$ cat src/rtl/arc_pkg.sv
`timescale 1ns / 1ps
// ----------------------------------------------------------------------------
// ARC package
// Shared types and constants for the adaptive replacement cache directory.
// ----------------------------------------------------------------------------
package arc_pkg;

   localparam int PAGE_W = 32;
   localparam int SIZE_W = 7;
   localparam logic [SIZE_W-1:0] SIZE_RESET = 7'd64;

   typedef enum logic [1:0] {
      LIST_T1 = 2'd0,
      LIST_T2 = 2'd1,
      LIST_B1 = 2'd2,
      LIST_B2 = 2'd3
   } arc_list_type;

   typedef enum logic [1:0] {
      GHOST_NONE = 2'd0,
      GHOST_B1   = 2'd1,
      GHOST_B2   = 2'd2
   } arc_ghost_type;

   // How a full miss makes room.
   typedef enum logic [2:0] {
      MC_NONE,
      MC_B1_FULL,
      MC_T1_FULL,
      MC_DROP_B2,
      MC_REPL
   } arc_mcase_type;

   typedef enum logic [1:0] {
      US_HIT,
      US_REP,
      US_DROP,
      US_T1
   } arc_unl_sel_type;

   typedef enum logic [1:0] {
      PS_T1,
      PS_T2,
      PS_REP
   } arc_push_sel_type;

   typedef enum logic [4:0] {
      ST_IDLE,
      ST_SCAN,
      ST_DECIDE,
      ST_DIV,
      ST_ADAPT,
      ST_REPL,
      ST_REP_UNL,
      ST_REP_WAIT,
      ST_REP_PUSH,
      ST_HIT_UNL,
      ST_HIT_WAIT,
      ST_PUSH_T2,
      ST_DROP_UNL,
      ST_DROP_WAIT,
      ST_T1_UNL,
      ST_T1_WAIT,
      ST_PUSH_T1,
      ST_DONE
   } arc_state_type;

   typedef struct packed {
      logic             scan_go;
      logic             decide;
      logic             div_go;
      logic             adapt;
      logic             repl;
      logic             unl_go;
      arc_unl_sel_type  unl_sel;
      logic             push_go;
      arc_push_sel_type push_sel;
      logic             finish;
   } arc_cmd_type;

   typedef struct packed {
      logic          sweep_busy;
      logic          div_busy;
      logic          is_hit;
      logic          is_ghost;
      arc_mcase_type mcase;
   } arc_stat_type;

endpackage

$ cat src/rtl/arc_ctrl.sv
`timescale 1ns / 1ps
// ----------------------------------------------------------------------------
// ARC controller
// Sequences the scan, adaptation, unlink and insert steps of one request.
// ----------------------------------------------------------------------------
module arc_ctrl (
   input  logic                  clock,
   input  logic                  reset,
   input  logic                  start,
   input  arc_pkg::arc_stat_type stat,
   output arc_pkg::arc_cmd_type  cmd,
   output logic                  busy
);

   arc_pkg::arc_state_type state_ff, state_in;

   always_ff @(posedge clock) begin
      if (reset) begin
         state_ff <= arc_pkg::ST_IDLE;
      end else begin
         state_ff <= state_in;
      end
   end

   always_comb begin
      state_in = state_ff;
      cmd      = '0;
      case (state_ff)
         arc_pkg::ST_IDLE: begin
            if (start) begin
               cmd.scan_go = 1'b1;
               state_in    = arc_pkg::ST_SCAN;
            end
         end
         arc_pkg::ST_SCAN: begin
            if (!stat.sweep_busy) state_in = arc_pkg::ST_DECIDE;
         end
         arc_pkg::ST_DECIDE: begin
            cmd.decide = 1'b1;
            if (stat.is_hit) begin
               state_in = arc_pkg::ST_HIT_UNL;
            end else if (stat.is_ghost) begin
               cmd.div_go = 1'b1;
               state_in   = arc_pkg::ST_DIV;
            end else begin
               case (stat.mcase)
                  arc_pkg::MC_B1_FULL: state_in = arc_pkg::ST_DROP_UNL;
                  arc_pkg::MC_DROP_B2: state_in = arc_pkg::ST_DROP_UNL;
                  arc_pkg::MC_T1_FULL: state_in = arc_pkg::ST_T1_UNL;
                  arc_pkg::MC_REPL:    state_in = arc_pkg::ST_REPL;
                  default:             state_in = arc_pkg::ST_PUSH_T1;
               endcase
            end
         end
         arc_pkg::ST_DIV: begin
            if (!stat.div_busy) state_in = arc_pkg::ST_ADAPT;
         end
         arc_pkg::ST_ADAPT: begin
            cmd.adapt = 1'b1;
            state_in  = arc_pkg::ST_REPL;
         end
         arc_pkg::ST_REPL: begin
            cmd.repl = 1'b1;
            state_in = arc_pkg::ST_REP_UNL;
         end
         arc_pkg::ST_REP_UNL: begin
            cmd.unl_go  = 1'b1;
            cmd.unl_sel = arc_pkg::US_REP;
            state_in    = arc_pkg::ST_REP_WAIT;
         end
         arc_pkg::ST_REP_WAIT: begin
            if (!stat.sweep_busy) state_in = arc_pkg::ST_REP_PUSH;
         end
         arc_pkg::ST_REP_PUSH: begin
            cmd.push_go  = 1'b1;
            cmd.push_sel = arc_pkg::PS_REP;
            state_in     = stat.is_ghost ? arc_pkg::ST_HIT_UNL : arc_pkg::ST_PUSH_T1;
         end
         arc_pkg::ST_HIT_UNL: begin
            cmd.unl_go  = 1'b1;
            cmd.unl_sel = arc_pkg::US_HIT;
            state_in    = arc_pkg::ST_HIT_WAIT;
         end
         arc_pkg::ST_HIT_WAIT: begin
            if (!stat.sweep_busy) state_in = arc_pkg::ST_PUSH_T2;
         end
         arc_pkg::ST_PUSH_T2: begin
            cmd.push_go  = 1'b1;
            cmd.push_sel = arc_pkg::PS_T2;
            state_in     = arc_pkg::ST_DONE;
         end
         arc_pkg::ST_DROP_UNL: begin
            cmd.unl_go  = 1'b1;
            cmd.unl_sel = arc_pkg::US_DROP;
            state_in    = arc_pkg::ST_DROP_WAIT;
         end
         arc_pkg::ST_DROP_WAIT: begin
            if (!stat.sweep_busy) state_in = arc_pkg::ST_REPL;
         end
         arc_pkg::ST_T1_UNL: begin
            cmd.unl_go  = 1'b1;
            cmd.unl_sel = arc_pkg::US_T1;
            state_in    = arc_pkg::ST_T1_WAIT;
         end
         arc_pkg::ST_T1_WAIT: begin
            if (!stat.sweep_busy) state_in = arc_pkg::ST_PUSH_T1;
         end
         arc_pkg::ST_PUSH_T1: begin
            cmd.push_go  = 1'b1;
            cmd.push_sel = arc_pkg::PS_T1;
            state_in     = arc_pkg::ST_DONE;
         end
         arc_pkg::ST_DONE: begin
            cmd.finish = 1'b1;
            state_in   = arc_pkg::ST_IDLE;
         end
         default: state_in = arc_pkg::ST_IDLE;
      endcase
   end

   assign busy = (state_ff != arc_pkg::ST_IDLE);

endmodule

$ cat config.mk
export PLATFORM = sky130hd
export DESIGN_NAME = arc_ctrl
export DESIGN_NICKNAME = d
export VERILOG_FILES = /design/src/rtl/arc_pkg.sv /design/src/rtl/arc_ctrl.sv
export SDC_FILE = /design/constraint.sdc
export NUM_CORES = 1
export LEC_CHECK = 0
export BUFFER_PORTS_ARGS = -buffer_cell sky130_fd_sc_hd__buf_2
export CAP_MARGIN = 20
export CORE_MARGIN = 4
export CORE_UTILIZATION = 45
export CTS_CLUSTER_DIAMETER = 100
export DETAILED_ROUTE_END_ITERATION = 10
export GPL_ROUTABILITY_DRIVEN = 0
export GPL_TIMING_DRIVEN = 1
export PLACE_DENSITY = 0.84
export SLEW_MARGIN = 25
export SYNTH_ARGS = -nofsm -noshare
export SYNTH_HDL_FRONTEND = slang
export SYNTH_SLANG_ARGS = --single-unit
$ cat constraint.sdc
create_clock -name clock -period 2.9 [get_ports clock]
set_input_delay 0.145 -clock clock [delete_from_list [all_inputs] [get_ports clock]]
set_output_delay 0.145 -clock clock [all_outputs]
set_load 0.05 [all_outputs]
# Yosys cells after proc, flatten, opt, wreduce, memory -nomap -nowiden
# Cells that the tools add are included.
# word_totals
output_inout_bits	13
regBits	5
wordCells	56
input_bits	10
# classes
muxes	22
reduce_logical	5
n_eq_ne	28
# ops
operator	count
$pmux W5 S16	1
$mux W5	10
$eq A5 B4 Y1 const B	8
$eq A5 B3 Y1 const B	4
$pmux W5 S3	1
$ne A2 B2 Y1 const B	7
$pmux W3 S4	1
$eq A5 B2 Y1 const B	2
$eq A5 B5 Y1 const B	2
$pmux W3 S3	1
$mux W1	7
$reduce_and A7 Y1	1
$eq A3 B2 Y1 const B	2
$eq A5 B1 Y1 const B	1
$logic_not A5 Y1	1
$reduce_bool A5 Y1	1
$reduce_or A2 Y1	2
$eq A3 B1 Y1 const B	1
$eq A3 B3 Y1 const B	1
$mux W2	1

# Longest topological paths before layout
# Gate-level depths: netlist (run 1).
# logic_depth
ltp_word	6
depth_mapped	7

# Worst setup path before layout (run 1)
# Ideal clock, no wire load.
# synth_timing
path_kind	register to output
from	register state_ff[0]
to	output port cmd[8] in the netlist's numbering
n_path_buf	1
stages_incl_launch_ff	5
slack_ns	0.605
arrival_ns	2.150
path_cell_list	dfxtp_1 > buf_2 > inv_1 > nand2_1 > nor4_1
# synth_lines
element	line	rtl
start, declared	arc_ctrl.sv:15	arc_pkg::arc_state_type state_ff, state_in;
start signal, assigned	arc_ctrl.sv:19	state_ff <= arc_pkg::ST_IDLE;
start signal, assigned	arc_ctrl.sv:21	state_ff <= state_in;
end, declared	arc_ctrl.sv:11	output arc_pkg::arc_cmd_type cmd,

==> results of run 1 <==
==> layer usage <==
metal / track usage / wire length [um]
met1: 0.280 / 866
met2: 0.252 / 735
met3: 0.0345 / 135
met4: 0.0221 / 0
met5: 0 / 0
==> power by group <==
| part | total [mW] | internal (mW) | switching, mW |
|---|---|---|---|
| registers | 0.215 | 0.0968 | 0.118 |
| logic | 0.682 | 0.230 | 0.452 |
| clock network | 0.0785 | 0.0519 | 0.0266 |
| total | 0.976 | 0.379 | 0.597 |
==> cell families (layout without fill, tap and decap cells) <==
group                     Yosys count  after routing  share of synthesized area
and+or+nand+nor                    50             50                      0.387
AOI/OAI and AO/OA                  31             31                      0.341
buffers and inverters              10             29                     0.0985
DFF                                 5              5                      0.146
xor gates and xnor gates            1              1                     0.0128
muxes                               1              1                     0.0146
==> placed cells by master, fill, tap and decap left out, drive strengths merged <==
| cell | netlist | final |
|---|---|---|
| or3 | 2 | 2 |
| nor4 | 3 | 3 |
| nand3b | 1 | 1 |
| or3b | 1 | 1 |
| a2111oi | 1 | 1 |
| inv | 3 | 3 |
| a21oi | 16 | 16 |
| a311oi | 1 | 1 |
| nor2b | 4 | 4 |
| nor2 | 14 | 14 |
| o32ai | 2 | 2 |
| a32oi | 1 | 1 |
| nand3 | 2 | 2 |
| dfxtp | 5 | 5 |
| buf | 6 | 22 |
| a41oi | 1 | 1 |
| a41o | 1 | 1 |
| clkbuf | 1 | 4 |
| or2 | 1 | 1 |
| o21bai | 1 | 1 |
| xor2 | 1 | 1 |
| o32a | 1 | 1 |
| nor3 | 8 | 8 |
| o21ai | 4 | 4 |
| nand2 | 8 | 8 |
| and2b | 1 | 1 |
| a221oi | 1 | 1 |
| and3 | 5 | 5 |
| mux2i | 1 | 1 |
| a211oi | 1 | 1 |
==> worst paths after layout <==
path | end | slack, ps | cells past startpoint
worst max-delay path | cmd[2] | 980 | 3
worst max register to register | state_ff[3] | 1050 | 5
worst min-delay path | state_ff[0] | 140 | 2
worst min register to register | state_ff[2] | 790 | 2
==> worst reg2reg max path, delay by kind of cell (launching register included) <==
family,cells,cell delay (ps)
AO/OA/AOI/OAI,2,300
flip-flops,1,690
AND/OR/NAND/NOR,3,760
==> cell type report <==
type	instances	share of cell area
clock buffers	4	0.0335
flip-flops and latches	5	0.128
repair buffers	22	0.140
inverters	3	0.0144
well taps	15	0.0239
multi-input cells	83	0.660
==> metrics, run 1 <==
run status=completed; Synth Warn #=0; count of state elements after synthesis=5; type of the setup path with the least slack=flop to primary output; worst endpoint required time=about 2800 ps; clock root buffer=clkbuf_4; clock tree sinks=5; # resized after CTS=0; origin of the worst setup path=state_ff[3]; fraction of synthesized cell area taken by the top area cell type=0.146; CP Cell Sequence=or3b_1, nor3_1, buf_2; antenna violations before repair=0; DPL Wire Length=around 1.3 mm; number of I/O pins=23; cell type with the highest aggregate area in the netlist=dfxtp_1; unique cell type count in the Yosys netlist=37; remaining global-route overflow=0; largest cells by area after synthesis=dfxtp_1 15%, a21oi_1 11%, nor2_1 7.1%; cell family with most CP delay=flip-flops; fraction of layout cells with a size suffix above 1=0.308; area occupied by multi-input gates=about 520 um^2; total routed wirelength=approximately 1.7 mm; fin area=a little under 800 um^2; Total Power Consumption=~0.98 mW; register name with the most flops=state_ff; die width=approximately 47 um; filler-free cell count of the finished design=approximately 130; first-iteration detailed-routing DRC count=27; most frequently used cell type in the post-synthesis netlist=a21oi_1; endpoints failing setup=0; clock tree from TritonCTS=built; instance area at placement=approximately 760 um^2; Std-Cell Rows=13; smallest hold slack=144 ps; Fill cells=approximately 140; Setup Skew=~3.6 ps; area inside the core boundary=about 1400 um^2; average via count per standard cell=approximately 5.8; reg2reg start=state_ff[2]; power density of the placed cells=approximately 1200 nW/um^2; cells after synthesis=98; number of cells in the design after placement=roughly 130; total setup buffers inserted after CTS=0; Global Route Usage Sum=0.178; fmax=521 MHz; via count of the routed design=roughly 760; number of enable flip-flop cells after synthesis=0; Main synth FF type=dfxtp_1; worst-path maximum fanout=18; Final WS setup=just under 1000 ps; max reg flops=5; H-tree depth reported by CTS=1; minimum period implied by the final worst setup slack=1920 ps; Hold Fails Final Rpt=0; DRT antenna net count=0; layout overhead on the synthesized area=14.4%; Final Slew Violations=0; nature of the critical path endpoint=primary output; overall die area=roughly 2200 um^2; final-stage net count=between 100 and 150; count of max-cap constraint violations=0; Max transition margin=0.609; stage delay of the slowest cell on the critical path=between 600 and 700 ps; Top Registers=state_ff x5; Post-synth top cells=15 x a21oi_1, 13 x nor2_1, 7 x nor3_1; nature of the critical path startpoint=flop; unrepaired setup endpoints after global routing=no; Core Util, Final=0.574; largest net degree at the start of global routing=20; Least-Margin Pin Slew=586 ps; number of buffers created by CTS=3; WL/cell=about 13 um; Register Area=approximately 100 um^2; number of buffers added to fix hold violations after cts=0; Async SR Flop Fraction=0; leakage power=0.358 nW; sum of negative setup slack=0 ps; average footprint of a synthesized cell=7.00 um^2; part of the cycle the worst path needs=0.662; arrival time reported for the critical path endpoint=1770 ps; wire length of the first global-routing pass=roughly 3.0 mm; maximum resistive drop on vdd=roughly 0.73 mV; count of input and output buffers=22; standard cell with the maximum stage delay on the critical path=dfxtp_1; buffer and inverter count on the worst path=1; clock-pin slew on the worst setup and hold paths=roughly 40 ps; number of iterations in the first detailed-routing pass=4; initial core utilization=0.502; die height=~47 um; maximum clock path buffer count=2; fraction of the yosys area taken by sequential cells=0.146; worst slack at placement=between 1000 and 1500 ps; Post-route DRC=0; via count of the first global-routing pass=roughly 630; origin of the worst min-delay path=reset; clock network latency to the later pin of the worst-skew pair=~240 ps; syn nets=108; type of the most critical hold path=input port to flop; combined area of all synthesized cells=between 600 and 700 um^2; ant diodes=0
Note: power is estimated with default switching activity, not from simulation.
==> run 2, diff against run 1 <==
==> constraint.sdc (replaced) <==
create_clock -name clock -period 1.9 [get_ports clock]
set_input_delay 0.095 -clock clock [delete_from_list [all_inputs] [get_ports clock]]
set_output_delay 0.095 -clock clock [all_outputs]
set_load 0.05 [all_outputs]
==> run 2 against run 1 <==
Against the previous run: routed wire length increased by 17%; final cell count increased by 3.8%; die area unchanged; core utilization increased by 4.6 points; first-iteration DRC count decreased by 48%; global-route usage increased by 2.4 points; sequential power increased by 34%; critical endpoint unchanged; total power increased by 61%; clock skew increased by 3.4 ps; largest cell class unchanged.
==> metrics, run 2 (synthesis gave the netlist of run 1 again) <==
number of I/O pins=23; leakage power=0.391 nW; area occupied by multi-input gates=about 540 um^2; area inside the core boundary=roughly 1400 um^2; via count of the first global-routing pass=between 700 and 800; fmax=about 570 MHz; clock tree from TritonCTS=built; minimum period implied by the final worst setup slack=roughly 1700 ps; nature of the critical path startpoint=flop; sum of negative setup slack=0 ps; Final Slew Violations=0; maximum clock path buffer count=2; clock root buffer=clkbuf_4; cell family with most CP delay=simple AND/OR/NAND/NOR gates; die width=47.0 um; Max transition margin=0.738; final-stage net count=~130; Hold Fails Final Rpt=0; fin area=847 um^2; ant diodes=0; antenna violations before repair=0; instance area at placement=just over 800 um^2; WL/cell=14.8 um; worst endpoint required time=1800 ps; via count of the routed design=between 800 and 900; part of the cycle the worst path needs=0.919; filler-free cell count of the finished design=between 100 and 150; maximum resistive drop on vdd=0.742 mV; run status=completed; clock tree sinks=5; Fill cells=134; DPL Wire Length=1.54 mm; number of cells in the design after placement=around 130; clock network latency to the later pin of the worst-skew pair=roughly 240 ps; number of buffers created by CTS=3; Top Registers=state_ff x5; register name with the most flops=state_ff; type of the most critical hold path=input port to flop; arrival time reported for the critical path endpoint=~1700 ps; Global Route Usage Sum=0.202; nature of the critical path endpoint=primary output; type of the setup path with the least slack=flop to primary output; stage delay of the slowest cell on the critical path=550 ps; layout overhead on the synthesized area=23.5%; max reg flops=5; average via count per standard cell=just over 6; DRT antenna net count=0; power density of the placed cells=roughly 1900 nW/um^2; Register Area=slightly above 100 um^2; Total Power Consumption=~1.6 mW; initial core utilization=0.502; worst-path maximum fanout=11; remaining global-route overflow=0; overall die area=~2200 um^2; unrepaired setup endpoints after global routing=no; CP Cell Sequence=or3b_1, nor3_2, buf_2; count of max-cap constraint violations=0; Least-Margin Pin Slew=just under 400 ps; endpoints failing setup=0; number of iterations in the first detailed-routing pass=4; clock-pin slew on the worst setup and hold paths=50 ps; Std-Cell Rows=13; largest net degree at the start of global routing=20; count of input and output buffers=22; die height=around 47 um; buffer and inverter count on the worst path=1; total routed wirelength=between 2 and 2.5 mm; Post-route DRC=0; most common cell after layout, fill and taps aside=buf_2; Setup Skew=7.02 ps; standard cell with the maximum stage delay on the critical path=dfxtp_1; H-tree depth reported by CTS=1; commonest cells after routing, fill and taps aside=22 x buf_2, 15 x a21oi_1, 13 x nor2_1; fraction of layout cells with a size suffix above 1=0.385; first-iteration detailed-routing DRC count=14; number of buffers added to fix hold violations after cts=0; wire length of the first global-routing pass=around 3.3 mm
## run 2: cell count changes in the layout (fill, tap and decap cells not counted)
cell,previous run,this run
dfxtp_2,0,2
nor3_2,1,3
nor3_1,7,5
nor4_2,0,2
dfxtp_1,5,3
buf_4,0,5
nor4_1,3,1
## run 2: final cells by class
class	instances	area share
multi-input cells	83	0.638
repair buffers	27	0.174
flip-flops and latches	5	0.121
clock buffers	4	0.0310
well taps	15	0.0222
inverters	3	0.0133
## run 2: power by group
part	internal (mW)	switching [mW]	total (mW)
Clock	0.0793	0.0429	0.122
Combinational	0.389	0.773	1.16
Sequential	0.153	0.135	0.288
Total	0.621	0.951	1.57
## run 2: timing repair
| action | CTS | global route |
|---|---|---|
| buffers inserted | 0 | 0 |
| endpoints found under the hold margin | 0 | 0 |
| gates resized for setup | 0 | 2 |
| setup endpoints to repair | 0 | 4 |
## run 2: path summary, 6_finish.rpt
check | start | end | slack (ps) | depth (start not counted)
max | state_ff[3] | cmd[2] | 150 | 3
min | reset | state_ff[3] | 90 | 2
max reg2reg | state_ff[3] | state_ff[4] | 190 | 6
min reg2reg | state_ff[2] | state_ff[2] | 680 | 2
## run 2: through the flow
| step | util | hold WS [ps] | setup slack, ps |
|---|---|---|---|
| 2_1_floorplan | - | 161 | 195 |
| 6_report | 0.620 | 88.8 | 153 |
| 3_3_place_gp | 0.599 | 335 | 188 |
| 5_1_grt | 0.620 | 73.0 | 22.2 |
| 3_5_place_dp | 0.599 | 337 | 110 |
| 4_1_cts | 0.618 | 75.2 | 72.9 |
## run 2: metal layers
| metal | wire, um | GRT usage | vias up |
|---|---|---|---|
| met1 | 896 | 0.264 | 395 |
| met4 | 8 | 0.0276 | 0 |
| li1 | - | - | 413 |
| met5 | 0 | 0 | - |
| met2 | 949 | 0.336 | 35 |
| met3 | 175 | 0.0575 | 2 |
==> run 3, diff against run 2 <==
--- a/config.mk
+++ b/config.mk
@@ -5,7 +5,7 @@
 export SDC_FILE = /design/constraint.sdc
 export NUM_CORES = 1
 export LEC_CHECK = 0
-export BUFFER_PORTS_ARGS = -buffer_cell sky130_fd_sc_hd__buf_2
+export BUFFER_PORTS_ARGS = -buffer_cell sky130_fd_sc_hd__clkbuf_2
 export CAP_MARGIN = 20
 export CORE_MARGIN = 4
 export CORE_UTILIZATION = 45
==> run 3 against run 2 <==
Against the previous run: count of clock-buffer cells in the layout is the same; register-to-register slack gained 70 ps; critical path depth up 1; total power up 1.7%; largest power group unchanged; critical endpoint is now cmd[3]; worst hold slack improved by 30 ps; clock power about the same; die area did not move; clock skew about the same; final cell count up 0.73%; critical path type unchanged; design area rose by 0.74%; first-iteration DRC count is 43% higher; core utilization is 0.46 points higher.
==> metrics, run 3 (synthesis gave the netlist of run 1 again) <==
count of input and output buffers=22; endpoints failing setup=0; Seq pwr share=0.160; clock-pin slew on the worst setup and hold paths=roughly 50 ps; average via count per standard cell=5.95; minimum period implied by the final worst setup slack=~1800 ps; sum of negative setup slack=0 ps; unrepaired setup endpoints after global routing=no; clock tree from TritonCTS=built; H-tree depth reported by CTS=1; die height=47.0 um; cell family with most CP delay=flip-flops; DRT antenna net count=0; Least-Margin Pin Slew=roughly 430 ps; instance area at placement=around 830 um^2; fmax=approximately 570 MHz; DPL Wire Length=~1.6 mm; Setup Skew=approximately 7.5 ps; Top Registers=state_ff x5; Final Slew Violations=0; area inside the core boundary=1370 um^2; clock root buffer=clkbuf_4; type of the setup path with the least slack=flop to primary output; overall die area=about 2200 um^2; fin area=approximately 850 um^2; Core Util, Final=0.625; count of max-cap constraint violations=0; via count of the first global-routing pass=between 700 and 800; layout overhead on the synthesized area=24.5%; Total Power Consumption=approximately 1.6 mW; switching power share of the total=0.602; # resized after CTS=0; number of iterations in the first detailed-routing pass=4; die width=47.0 um; part of the cycle the worst path needs=0.924; maximum resistive drop on vdd=about 0.78 mV; ant diodes=0; WL/cell=~14 um; Fill cells=around 120; CP Cell Sequence=nor2b_1, o21ai_0, a21oi_1, clkbuf_2; number of buffers created by CTS=3; total setup buffers inserted after CTS=0; total routed wirelength=just under 2 mm; commonest cells after routing, fill and taps aside=22 x clkbuf_2, 15 x a21oi_1, 13 x nor2_1; max reg flops=5; number of I/O pins=23; Cell Int Power=between 0.6 and 0.7 mW; Std-Cell Rows=13; final-stage net count=~130; most common cell after layout, fill and taps aside=clkbuf_2; arrival time reported for the critical path endpoint=1660 ps; Global Route Usage Sum=0.198; clock tree sinks=5; Hold Fails Final Rpt=0; leakage power=approximately 0.39 nW; via count of the routed design=821; buffer and inverter count on the worst path=1; worst-path maximum fanout=11; power spent charging and discharging nets=between 0.9 and 1 mW; run status=completed; initial core utilization=0.502; power density of the placed cells=roughly 1900 nW/um^2; stage delay of the slowest cell on the critical path=between 500 and 600 ps; type of the most critical hold path=input port to flop; nature of the critical path startpoint=flop; antenna violations before repair=0; first-iteration detailed-routing DRC count=20; number of buffers added to fix hold violations after cts=0; remaining global-route overflow=0; largest net degree at the start of global routing=15; Post-route DRC=0; standard cell with the maximum stage delay on the critical path=dfxtp_1; maximum clock path buffer count=2; fraction of layout cells with a size suffix above 1=0.382; nature of the critical path endpoint=primary output; wire length of the first global-routing pass=between 3 and 4 mm; Max transition margin=0.712; part of the total power dissipated in combinational logic=0.765; clock network latency to the later pin of the worst-skew pair=about 240 ps; worst endpoint required time=1800 ps; clock network fraction of design power=0.075; register name with the most flops=state_ff
[run 3: metal layers]
metal | global-route usage | vias to the layer above | part of all wire
met4 | 0.0497 | 0 | 0.017
li1 | - | 417 | -
met2 | 0.344 | 27 | 0.49
met3 | 0.0307 | 4 | 0.065
met1 | 0.252 | 373 | 0.43
met5 | 0 | - | 0
[run 3: area by class of cell]
type / instances / area (um^2) / area share
clock buffer: 4 / 26.3 / 0.0308
inverter: 3 / 11.3 / 0.0132
multi-input combinational: 83 / 541 / 0.633
sequential: 5 / 101 / 0.119
tap: 15 / 18.8 / 0.0220
timing repair buffer: 28 / 155 / 0.182
[run 3: path summary, 6_finish.rpt]
kind	slack, ps	startpoint	cells after the start	to
setup reg to reg	260	state_ff[4]	5	state_ff[4]
setup / recovery	140	state_ff[4]	4	cmd[3]
hold reg to reg	670	state_ff[3]	2	state_ff[3]
hold / removal	120	reset	2	state_ff[0]
[run 3: per-stage QoR]
stage                     setup slack [ps]  hold WS [ps]  std cells
after floorplan                        195           161         98
after global placement                 250           343        134
after detailed placement               182           351        134
after CTS                             54.1           122        138
after global routing                  45.6           123        138
final                                  144           119        138
[run 3: power by group through the flow]
| stage | Combinational [mW] | Sequential, mW | Clock [mW] |
|---|---|---|---|
| 3_5_place_dp | 1.21 | 0.254 | 0 |
| 5_1_grt | 1.33 | 0.268 | 0.129 |
| 2_1_floorplan | 1.04 | 0.185 | 0 |
| 3_3_place_gp | 1.18 | 0.251 | 0 |
| 6_report | 1.22 | 0.256 | 0.121 |
| 4_1_cts | 1.22 | 0.252 | 0.117 |
[run 3: worst register-to-register path, stage by stage, from the launching register on]
cell and delay [ps]:
dfxtp_1 580, nor2b_1 270, a21oi_1 70, nor4_1 170
a21oi_1 60, a2111oi_1 380
